--- config.mk ---
export PLATFORM = sky130hd
export DESIGN_NAME = sspc_mac
export DESIGN_NICKNAME = d
export VERILOG_FILES = /design/src/sspc_pkg.sv /design/src/sspc_mac.sv
export SDC_FILE = /design/constraint.sdc
export NUM_CORES = 2
export LEC_CHECK = 0
export BUFFER_PORTS_ARGS = -buffer_cell sky130_fd_sc_hd__buf_2
export CAP_MARGIN = 10
export CORE_UTILIZATION = 50
export DETAILED_ROUTE_END_ITERATION = 7
export PLACE_DENSITY = 0.69
export SYNTH_ARGS = -nofsm -noshare
export SYNTH_HDL_FRONTEND = slang
export SYNTH_SLANG_ARGS = --single-unit
--- constraint.sdc ---
create_clock -name clk -period 7.6 [get_ports clk]
set_clock_uncertainty 0.15 [all_clocks]
set_input_delay 0.76 -clock clk [delete_from_list [all_inputs] [get_ports clk]]
set_output_delay 0.76 -clock clk [all_outputs]
set_load 0.01 [all_outputs]
--- src/sspc_pkg.sv ---
package sspc_pkg;

    localparam int STATE_COUNT_DEF = 5;
    localparam int DUTY_BITS_DEF   = 8;

    localparam int FRAC_W  = 16;
    localparam int COEF_W  = 26;
    localparam int STATE_W = 40;
    localparam int ACC_W   = 54;
    localparam int ERR_W   = 21;
    localparam int ROM_DIM = 8;
    localparam int ROM_IW  = 3;

    localparam logic signed [ERR_W-1:0] ERR_LIMIT = 21'sd655360;

    typedef logic signed [COEF_W-1:0] coef_t;

    // Sequencer strobes shared by every cell and the output accumulator
    typedef struct packed {
        logic clear;
        logic mul_lo;
        logic mul_hi;
        logic use_err;
        logic shift;
        logic commit;
    } sspc_ctl_t;

    localparam coef_t A_ROM [ROM_DIM][ROM_DIM] = '{
        '{26'sd65536, 26'sd0, 26'sd0, 26'sd0, 26'sd0, 26'sd0, 26'sd0, 26'sd0},
        '{26'sd224775, 26'sd10918, -26'sd127350, -26'sd505997, -26'sd2167066,
          26'sd0, 26'sd0, 26'sd0},
        '{26'sd11239, 26'sd3821, 26'sd59166, -26'sd25297, -26'sd108351,
          26'sd0, 26'sd0, 26'sd0},
        '{26'sd138, 26'sd46, 26'sd1560, 26'sd65221, -26'sd1357,
          26'sd0, 26'sd0, 26'sd0},
        '{26'sd0, 26'sd0, 26'sd7, 26'sd819, 26'sd65523, 26'sd0, 26'sd0, 26'sd0},
        '{26'sd0, 26'sd0, 26'sd0, 26'sd0, 26'sd0, 26'sd0, 26'sd0, 26'sd0},
        '{26'sd0, 26'sd0, 26'sd0, 26'sd0, 26'sd0, 26'sd0, 26'sd0, 26'sd0},
        '{26'sd0, 26'sd0, 26'sd0, 26'sd0, 26'sd0, 26'sd0, 26'sd0, 26'sd0}
    };

    localparam coef_t B_ROM [ROM_DIM] = '{
        26'sd819, 26'sd1402, 26'sd72, 26'sd0, 26'sd0, 26'sd0, 26'sd0, 26'sd0
    };

    localparam coef_t C_ROM [ROM_DIM] = '{
        26'sd2526295, -26'sd451412, -26'sd1305575, -26'sd5672206, -26'sd24356343,
        26'sd0, 26'sd0, 26'sd0
    };

    localparam coef_t D_COEF = 26'sd15788;

    function automatic coef_t a_coef(input logic [ROM_IW-1:0] i, input logic [ROM_IW-1:0] j);
        return A_ROM[i][j];
    endfunction

    function automatic coef_t b_coef(input logic [ROM_IW-1:0] i);
        return B_ROM[i];
    endfunction

    function automatic coef_t c_coef(input logic [ROM_IW-1:0] i);
        return C_ROM[i];
    endfunction

    function automatic logic signed [STATE_W-1:0] sat40(input logic signed [ACC_W-1:0] v);
        logic signed [ACC_W-1:0] hi;
        logic signed [ACC_W-1:0] lo;
        hi = ACC_W'({1'b0, {(STATE_W-1){1'b1}}});
        lo = -hi - ACC_W'(1);
        if (v > hi)
            return STATE_W'(hi);
        else if (v < lo)
            return STATE_W'(lo);
        return STATE_W'(v);
    endfunction

    function automatic logic signed [31:0] sat32(input logic signed [ACC_W-1:0] v);
        logic signed [ACC_W-1:0] hi;
        logic signed [ACC_W-1:0] lo;
        hi = ACC_W'(33'sh0_7FFF_FFFF);
        lo = -hi - ACC_W'(1);
        if (v > hi)
            return 32'sh7FFF_FFFF;
        else if (v < lo)
            return 32'sh8000_0000;
        return v[31:0];
    endfunction

endpackage

--- src/sspc_mac.sv ---
module sspc_mac (
    input  logic                                   clk,
    input  sspc_pkg::sspc_ctl_t                    ctl,
    input  logic signed [sspc_pkg::COEF_W-1:0]     coef,
    input  logic signed [sspc_pkg::STATE_W-1:0]    operand,
    output logic signed [sspc_pkg::ACC_W-1:0]      acc
);
    import sspc_pkg::*;

    logic signed [COEF_W+FRAC_W:0]        lo_prod;
    logic signed [COEF_W+STATE_W-FRAC_W-1:0] hi_prod;
    logic signed [COEF_W:0]               frac_reg;
    logic signed [ACC_W-1:0]              acc_reg;
    logic signed [ACC_W-1:0]              acc_next;

    // Floored product in two halves: low operand bits first, then the high part
    assign lo_prod  = coef * $signed({1'b0, operand[FRAC_W-1:0]});
    assign hi_prod  = coef * $signed(operand[STATE_W-1:FRAC_W]);
    assign acc_next = acc_reg + ACC_W'(hi_prod) + ACC_W'(frac_reg);

    always_ff @(posedge clk)
    begin
        if (ctl.mul_lo)
        begin
            frac_reg <= lo_prod[COEF_W+FRAC_W:FRAC_W];
        end
        if (ctl.clear)
        begin
            acc_reg <= '0;
        end
        else if (ctl.mul_hi)
        begin
            acc_reg <= acc_next;
        end
    end

    assign acc = acc_reg;

endmodule

==> summary.md <==
| Metric | Value |
|---|---|
| Initial DRC count | `1652` |
| Post-synthesis mux area share | `0.008488` |
| Critical Path AT | `7.45 ns` |
| Starting Density | `0.5085` |
| Crit-path leading delay family | `adder cells` |
| Final Non-Filler Cells | `6120` |
| WHS Endpoint | `acc[27]` |
| Prevailing post-synth register cell | `dfxtp_1` |
| Synth cell types | `67` |
| All-Layer GR Usage | `0.2595` |
| Io pins | `127` |
| H-tree depth | `3` |
| Final Critical Period | `7.296 ns` |
| Synth Area in Simple Gates | `0.1376` |
| WL/cell | `17.81 um` |
| Reg-to-Reg End | `acc[47]` |
| Vias/cell | `5.177` |
| Largest net degree at the start of global routing | `67` |
| PortBufs | `123` |
| Core area | `85820 sq um` |
| Status | `finished clean` |
| First-pass GRT wire length | `179.9 mm` |
| Crit path required time | `7.75 ns` |
| Final WL | `109.0 mm` |
| Commonest cells post-synth | `inv_1, fa_1, nand2_1` |
| Compound-cell area share of the yosys netlist | `0.03951` |
| Crit path buf inv count | `5` |
| Post-Synth XOR/XNOR Area | `0.01766` |
| Vias in the first global route | `34670` |
| WP depth | `23` |
| CTS Buffer Depth | `2` |
| RSZ-0062 raised after global routing | `no` |
| GR Overflow Total | `0` |
| Mapped Area | `43630 sq um` |
| Worst r2r src | `frac_reg[26]` |
| Hold Path Class | `flop to flop` |
| R2R cell count | `20` |
| Net count, final | `6499` |
| Crit path cell chain | `buf_2, buf_4, nand2_1, fa_1, inv_1, fa_1, fa_1, fa_1, fa_1, fa_1, inv_1, fa_1, inv_1, ha_1, and3_1, nand2_1, or3_1, nor3_2, o21ai_2, a21oi_2, a31oi_1, or4b_1, o311ai_1` |
| Worst reg2reg setup slack | `1.09 ns` |
| Final core utilization | `0.5585` |
| Hold Path Stages | `2` |
| Ys async rst share | `0` |
| Post-route ant nets | `0` |
| Die Height | `297.4 um` |
| Top cells by area, synth | `fa_1, inv_1, ha_1, nand2_1, and2_1` |
| Post-route setup slack | `0.3042 ns` |
| Syn avg cell area | `9.219 sq um` |
| Max cap viols | `0` |
| Placed Instances | `6103` |
| FILL cells | `7624` |
| Slew Viols, Final | `0` |
| Startpoint types | `input port` |
| Post-synth top area share | `0.5405` |
| CP peak stage delay | `0.57 ns` |
| Pre-CTS setup slack | `-0.1742 ns` |
| Area growth syn-to-layout | `9.835%` |
| Worst slew margin | `0.4682` |
| Crit path from | `coef[15]` |
| Worst Hold Launch | `acc[27]` |
| 1st-pass router iterations | `8` |
| Critical path endpoint category | `flop` |
| TritonCTS buffer count | `9` |
| Worst-Skew Late Latency | `0.40 ns` |
| Post-synth EDFFs | `27` |
| Post-Synthesis Cells | `4733` |
| CP Max Fanout | `16` |
| Num rows | `107` |
| Post-detail-place hpwl | `94.73 mm` |
| Layout cells sized above 1 | `0.1001` |
| Hold Vio Cnt, Final | `0` |
| Fmax | `0.1371 GHz` |
| Register area share after synthesis | `0.04336` |
| CTS tree | `built` |
| Cell with the most instances after synthesis | `inv_1` |
| Actual slew at the worst max-slew pin | `0.7978 ns` |
| Die X | `297.4 um` |
| Via Count | `31680` |
| CP most frequent cell | `fa_1` |
| DRC errors left | `0` |
| Final setup vio count | `0` |
| CTS sink cnt | `81` |
| Clock root buffer | `clkbuf_16` |
| Post-Synth Adder-Cell Area | `0.6202` |
| Worst path slowest cell | `fa_1` |
| Initial antenna violation count | `7` |
| Mapped Nets | `6262` |
| Placer Congestion | `0.8963` |
| Main combinational cell family by area after synthesis | `adder cells` |
| Max reg flops | `54` |
| YS warnings | `0` |
| Synth area leader | `fa_1` |
| #FFs+latches synth | `81` |
| Area of the die | `88450 sq um` |
| CTS clk-pin slew, worst paths | `0.08 ns` |
| Setup Crit Path Kind | `input port to flop` |
| Crit share post-route | `0.9600` |
-- worst register-to-register path: cells and delay by family (launching register included) --
kind,cells,cell delay (ns)
adders and majority gates,7,3.04
and+or+nand+nor,4,1.32
DFF,1,0.82
buffers and inverters,5,0.56
AOI/OAI and AO/OA,4,0.53
-- logic make-up after synthesis --
family	Yosys count
compound gates	258
mux	37
fa+ha+maj	1456
xor+xnor	88
flops	81
buf+inv	1548
simple gates	1265
-- metal layers --
layer	track usage	up-vias	wire, um
met4	0.1215	4	6006
met5	0	-	30
met1	0.3150	16530	40470
met2	0.4640	921	57340
li1	-	13970	-
met3	0.02534	265	5143
-- layout by cell type, fill, tap and decap left out, types with 54 or more instances in the layout --
cell / Yosys / layout
inv_1: 1320 / 1320
fa_1: 1178 / 1176
nand2_1: 669 / 669
and2_1: 400 / 400
buf_4: 0 / 310
ha_1: 278 / 278
buf_2: 0 / 112
nor2_1: 95 / 95
a21oi_1: 79 / 79
xnor2_1: 55 / 55
dfxtp_1: 54 / 54
-- layout make-up --
class / instances / area [sq um] / area share
multi-input cells: 3104 / 35950 / 0.7502
inverters: 1320 / 4955 / 0.1034
repair buffers: 454 / 3403 / 0.07101
flip-flops and latches: 81 / 1892 / 0.03947
well taps: 1144 / 1431 / 0.02987
clock buffers: 9 / 225.2 / 0.004699
clock inverters: 7 / 63.81 / 0.001331
diodes: 1 / 2.502 / 0.00005221
-- per-stage QoR --
stage	setup TNS (ns)	hold WS, ns	instance area, sq um
3_3_place_gp	-0.7091	0.3668	47590
5_1_grt	0	0.4079	47930
3_5_place_dp	-1.798	0.3693	47590
6_report	0	0.3779	47930
2_1_floorplan	0	0.3705	43640
4_1_cts	0	0.3796	47880
-- how the worst max path moves through the flow --
stage                    to  slack, ns
floorplan           acc[40]       0.06
global placement    acc[47]      -0.10
detailed placement  acc[47]      -0.17
CTS                 acc[53]       0.22
global route        acc[40]      0.008
finish              acc[47]       0.30
-- what timing repair did --
action | CTS | global route
setup buffers | 0 | 0
endpoints found under the setup margin | 0 | 15
hold buffers | 0 | 0
gates resized for setup | 0 | 16
Power is not shown: default switching activity piles up to over one toggle a cycle in this logic, so the estimate is an artifact.
