[src/sspc_pkg.sv]
package sspc_pkg;

    localparam int STATE_COUNT_DEF = 5;
    localparam int DUTY_BITS_DEF   = 8;

    localparam int FRAC_W  = 16;
    localparam int COEF_W  = 26;
    localparam int STATE_W = 40;
    localparam int ACC_W   = 54;
    localparam int ERR_W   = 21;
    localparam int ROM_DIM = 8;
    localparam int ROM_IW  = 3;

    localparam logic signed [ERR_W-1:0] ERR_LIMIT = 21'sd655360;

    typedef logic signed [COEF_W-1:0] coef_t;

    // Sequencer strobes shared by every cell and the output accumulator
    typedef struct packed {
        logic clear;
        logic mul_lo;
        logic mul_hi;
        logic use_err;
        logic shift;
        logic commit;
    } sspc_ctl_t;

    localparam coef_t A_ROM [ROM_DIM][ROM_DIM] = '{
        '{26'sd65536, 26'sd0, 26'sd0, 26'sd0, 26'sd0, 26'sd0, 26'sd0, 26'sd0},
        '{26'sd224775, 26'sd10918, -26'sd127350, -26'sd505997, -26'sd2167066,
          26'sd0, 26'sd0, 26'sd0},
        '{26'sd11239, 26'sd3821, 26'sd59166, -26'sd25297, -26'sd108351,
          26'sd0, 26'sd0, 26'sd0},
        '{26'sd138, 26'sd46, 26'sd1560, 26'sd65221, -26'sd1357,
          26'sd0, 26'sd0, 26'sd0},
        '{26'sd0, 26'sd0, 26'sd7, 26'sd819, 26'sd65523, 26'sd0, 26'sd0, 26'sd0},
        '{26'sd0, 26'sd0, 26'sd0, 26'sd0, 26'sd0, 26'sd0, 26'sd0, 26'sd0},
        '{26'sd0, 26'sd0, 26'sd0, 26'sd0, 26'sd0, 26'sd0, 26'sd0, 26'sd0},
        '{26'sd0, 26'sd0, 26'sd0, 26'sd0, 26'sd0, 26'sd0, 26'sd0, 26'sd0}
    };

    localparam coef_t B_ROM [ROM_DIM] = '{
        26'sd819, 26'sd1402, 26'sd72, 26'sd0, 26'sd0, 26'sd0, 26'sd0, 26'sd0
    };

    localparam coef_t C_ROM [ROM_DIM] = '{
        26'sd2526295, -26'sd451412, -26'sd1305575, -26'sd5672206, -26'sd24356343,
        26'sd0, 26'sd0, 26'sd0
    };

    localparam coef_t D_COEF = 26'sd15788;

    function automatic coef_t a_coef(input logic [ROM_IW-1:0] i, input logic [ROM_IW-1:0] j);
        return A_ROM[i][j];
    endfunction

    function automatic coef_t b_coef(input logic [ROM_IW-1:0] i);
        return B_ROM[i];
    endfunction

    function automatic coef_t c_coef(input logic [ROM_IW-1:0] i);
        return C_ROM[i];
    endfunction

    function automatic logic signed [STATE_W-1:0] sat40(input logic signed [ACC_W-1:0] v);
        logic signed [ACC_W-1:0] hi;
        logic signed [ACC_W-1:0] lo;
        hi = ACC_W'({1'b0, {(STATE_W-1){1'b1}}});
        lo = -hi - ACC_W'(1);
        if (v > hi)
            return STATE_W'(hi);
        else if (v < lo)
            return STATE_W'(lo);
        return STATE_W'(v);
    endfunction

    function automatic logic signed [31:0] sat32(input logic signed [ACC_W-1:0] v);
        logic signed [ACC_W-1:0] hi;
        logic signed [ACC_W-1:0] lo;
        hi = ACC_W'(33'sh0_7FFF_FFFF);
        lo = -hi - ACC_W'(1);
        if (v > hi)
            return 32'sh7FFF_FFFF;
        else if (v < lo)
            return 32'sh8000_0000;
        return v[31:0];
    endfunction

endpackage

[src/sspc_mac.sv]
module sspc_mac (
    input  logic                                   clk,
    input  sspc_pkg::sspc_ctl_t                    ctl,
    input  logic signed [sspc_pkg::COEF_W-1:0]     coef,
    input  logic signed [sspc_pkg::STATE_W-1:0]    operand,
    output logic signed [sspc_pkg::ACC_W-1:0]      acc
);
    import sspc_pkg::*;

    logic signed [COEF_W+FRAC_W:0]        lo_prod;
    logic signed [COEF_W+STATE_W-FRAC_W-1:0] hi_prod;
    logic signed [COEF_W:0]               frac_reg;
    logic signed [ACC_W-1:0]              acc_reg;
    logic signed [ACC_W-1:0]              acc_next;

    // Floored product in two halves: low operand bits first, then the high part
    assign lo_prod  = coef * $signed({1'b0, operand[FRAC_W-1:0]});
    assign hi_prod  = coef * $signed(operand[STATE_W-1:FRAC_W]);
    assign acc_next = acc_reg + ACC_W'(hi_prod) + ACC_W'(frac_reg);

    always_ff @(posedge clk)
    begin
        if (ctl.mul_lo)
        begin
            frac_reg <= lo_prod[COEF_W+FRAC_W:FRAC_W];
        end
        if (ctl.clear)
        begin
            acc_reg <= '0;
        end
        else if (ctl.mul_hi)
        begin
            acc_reg <= acc_next;
        end
    end

    assign acc = acc_reg;

endmodule

[src/sspc_cell.sv]
module sspc_cell #(
    parameter int ROW         = 0,
    parameter int STATE_COUNT = sspc_pkg::STATE_COUNT_DEF,
    parameter int KW          = $clog2(STATE_COUNT + 1)
) (
    input  logic                                  clk,
    input  logic                                  rst_n,
    input  sspc_pkg::sspc_ctl_t                   ctl,
    input  logic [KW-1:0]                         k,
    input  logic signed [sspc_pkg::ERR_W-1:0]     err,
    input  logic signed [sspc_pkg::STATE_W-1:0]   x_in,
    output logic signed [sspc_pkg::STATE_W-1:0]   x_out
);
    import sspc_pkg::*;

    localparam logic [KW-1:0] K_LAST = KW'(STATE_COUNT);

    logic signed [STATE_W-1:0] x_reg;
    logic signed [STATE_W-1:0] x_next;
    logic signed [STATE_W-1:0] operand;
    logic signed [ACC_W-1:0]   acc;
    coef_t                     coef;

    // The ring has rotated k places, so this cell now holds state entry ROW+k modulo STATE_COUNT
    always_comb
    begin
        int j;
        j = ROW + int'(k);
        if (j >= STATE_COUNT)
            j = j - STATE_COUNT;
        if (k == K_LAST)
            coef = b_coef(ROM_IW'(ROW));
        else
            coef = a_coef(ROM_IW'(ROW), ROM_IW'(j));
    end

    assign operand = ctl.use_err ? STATE_W'(err) : x_reg;

    sspc_mac u_mac (
        .clk     (clk),
        .ctl     (ctl),
        .coef    (coef),
        .operand (operand),
        .acc     (acc)
    );

    always_comb
    begin
        x_next = x_reg;
        if (ctl.commit)
            x_next = sat40(acc);
        else if (ctl.shift)
            x_next = x_in;
    end

    always_ff @(posedge clk or negedge rst_n)
    begin
        if (!rst_n)
            x_reg <= '0;
        else
            x_reg <= x_next;
    end

    assign x_out = x_reg;

endmodule
[config.mk]
export PLATFORM = sky130hd
export DESIGN_NAME = sspc_cell
export DESIGN_NICKNAME = d
export VERILOG_FILES = /design/src/sspc_pkg.sv /design/src/sspc_mac.sv /design/src/sspc_cell.sv
export SDC_FILE = /design/constraint.sdc
export NUM_CORES = 1
export LEC_CHECK = 0
export BUFFER_PORTS_ARGS = -buffer_cell sky130_fd_sc_hd__buf_2
export CAP_MARGIN = 20
export CORE_ASPECT_RATIO = 0.7
export CORE_UTILIZATION = 47
export DETAILED_ROUTE_END_ITERATION = 8
export PLACE_DENSITY = 0.68
export SYNTH_ARGS = -nofsm -noshare
export SYNTH_HDL_FRONTEND = slang
export SYNTH_HIERARCHICAL = 1
export SYNTH_SLANG_ARGS = --single-unit
[constraint.sdc]
create_clock -name clk -period 16.1 [get_ports clk]
set_clock_uncertainty 0.05 [all_clocks]
set_input_delay 0.805 -clock clk [delete_from_list [all_inputs] [get_ports clk]]
set_output_delay 0.805 -clock clk [all_outputs]
set_load 0.01 [all_outputs]
==> out/qor.txt <==
Max Slew Vio Count - 0
RR Startpoint - x_out[26]$_DFFE_PN0P_
H-tree levels - 4
Syn. warnings - 6
Data required, critical path - 16.46 ns
RSZ-0062 raised after global routing - no
post-place setup slack - 6.25 ns
flop2flop setup slack - 7.86 ns
Bufs on Longest Clock Path - 2
CTS root buf - clkbuf_16
max reg flops - 54
CTS sink count - 121
Total Routing Usage GR - 0.281
Worst Setup SP - ctl[2]
r2r endpoint - u_mac/acc[50]$_SDFFE_PP0P_
vias per inst - 5.27
DRT Pass-1 Iters - 5
num ports - 112
arrival time at the worst endpoint - 9.90 ns
number of synthesized flops with an enable pin - 27
Final setup viols - 0
Clock Latency Late Sink - 0.52 ns
Post-Syn Area - 46200 sq um
Post-synth top cells - 1352 x inv_1, 1178 x fa_1, 732 x nand2_1, 404 x and2_1, 280 x ha_1
top-area cell type share of the netlist area - 0.510
Routed Antenna Nets - 0
global route overflow - 0
Post-CTS Hold Fix Bufs - 0
outcome - finished, final reports clean
FILL cells - 9103
Distinct cells, synth - 75
via count - 33800
dpl hpwl - 109000 um
Final period util - 0.592
maxcap violations - 0
setup TNS - 0 ns
cells on worst reg2reg path - 26
post-layout minimum cycle time - 9.54 ns
nets - 6622
PortBufs - 111
final setup margin - 6.56 ns
largest area contributor in the netlist - fa_1
Fin. Hold Viols - 0
layout cells sized above 1 - 0.0472
most frequent cell after synthesis - inv_1
ranking of synthesized cells by area - fa_1 51%, inv_1 11%, ha_1 7.6%, nand2_1 5.9%, and2_1 5.5%
Area Growth Syn to Fin - 5.63%
floorplan row count - 95
first-pass GRT wire length - 210000 um
Max Freq - 105 MHz
post-cts sizing count - 0
core area - 96800 sq um
Worst-Margin Slew - 1.08 ns
critical path capture point type - register
post-synthesis async set-or-reset flop share - 0.331
drt drc - 0
pin count of the biggest net entering global routing - 95
mean post-synth cell area - 9.06 sq um
max_slew headroom - 0.279
total wire length - 133000 um
sequential area share after synthesis - 0.0626
CP endpoint - u_mac/acc[50]$_SDFFE_PP0P_
initial antenna violation count - 8
Post-CTS Setup Repair Bufs - 0
gpl congestion - 0.950
Die Y - 264 um
CTS tree - done
die area - 99600 sq um
critical path type - input pin to register
vias in the first global route - 36000
HP Class - input pin to async pin
post-synthesis cell count - 5105
wire length per cell - 20.8 um
clock-pin slew on the worst setup and hold paths - 0.06 ns
Starting Density - 0.478
Synth Register Bits - 121
CP Max Fanout - 41
First DRT Iteration DRCs - 2991
ys flop type - dfxtp_1
die width - 377 um
crit start category - input pin
cts bufs inserted - 17
-- metal layers --
metal  wire length [um]  GRT usage
met5                 41          0
met3              13700     0.0707
met2              58600      0.420
met4               4030     0.0825
met1              57100      0.403
-- kinds of logic (layout without fill, tap and decap cells) --
family	Yosys count	in the layout	synth area share
other	1	82	0.0000811
adders and majority gates	1458	1458	0.586
and+or+nand+nor	1370	1370	0.139
AOI/OAI and AO/OA	420	420	0.0562
muxes	44	44	0.0101
buffers and inverters	1616	1541	0.132
xor gates and xnor gates	75	75	0.0142
DFF	121	121	0.0626
-- worst min-delay path by stage --
stage	startpoint	to	slack, ns	cells after the start
2_1_floorplan	u_mac/acc[30]$_SDFFE_PP0P_	u_mac/acc[30]$_SDFFE_PP0P_	0.39	2
3_3_place_gp	u_mac/acc[29]$_SDFFE_PP0P_	u_mac/acc[29]$_SDFFE_PP0P_	0.41	2
3_5_place_dp	u_mac/acc[29]$_SDFFE_PP0P_	u_mac/acc[29]$_SDFFE_PP0P_	0.42	2
4_1_cts	rst_n	x_out[35]$_DFFE_PN0P_	0.33	2
5_1_grt	rst_n	x_out[32]$_DFFE_PN0P_	0.37	2
6_report	rst_n	x_out[33]$_DFFE_PN0P_	0.32	2
-- layout make-up --
| class | count | area, sq um | share of cell area |
|---|---|---|---|
| clock buffer | 19 | 454 | 0.00930 |
| sequential | 121 | 2890 | 0.0592 |
| clock inverter | 13 | 190 | 0.00389 |
| multi-input combinational | 3443 | 37600 | 0.771 |
| tap | 1309 | 1640 | 0.0335 |
| timing repair buffer | 156 | 920 | 0.0188 |
| antenna | 6 | 15.0 | 0.000307 |
| inverter | 1353 | 5080 | 0.104 |
-- placed cells by master (no fill, tap or decap), drive strengths merged, types with 27 or more instances in the layout --
cell type and instances:
buf 155, nand2 732, xnor2 46, conb 76, ha 280, dfxtp 54
nor2 102, dfrtp 40, xor2 29, a21o 29, and2 404, edfxtp 27
o21ai 109, nand3 28, inv 1354, fa 1178, a21oi 175
-- metrics by stage --
stage,area (sq um),cells,hold slack [ns],utilization
after floorplan,46500,5180,0.393,-
after global placement,48100,6379,0.415,0.497
after detailed placement,48100,6379,0.418,0.497
after CTS,48800,6411,0.328,0.504
after global routing,48800,6415,0.371,0.505
final,48800,6420,0.323,0.505
-- critical path: stages --
cell	delay, ns
buf_2	0.08
buf_4	0.54
nand2_1	0.73
o21ai_2	0.20
buf_4	0.39
nand2_1	0.13
fa_1	0.52
fa_1	0.54
inv_1	0.06
fa_1	0.51
inv_1	0.06
fa_1	0.53
inv_1	0.05
fa_1	0.48
fa_1	0.52
inv_1	0.05
fa_1	0.48
inv_1	0.05
ha_1	0.39
a211oi_1	0.23
o21ai_0	0.13
a221oi_1	0.64
a21oi_1	0.30
o21ai_1	0.53
a21oi_1	0.19
o31ai_1	0.33
nand3_1	0.11
a32o_1	0.25
Power is not shown: default switching activity piles up to over one toggle a cycle in this logic, so the estimate is an artifact.
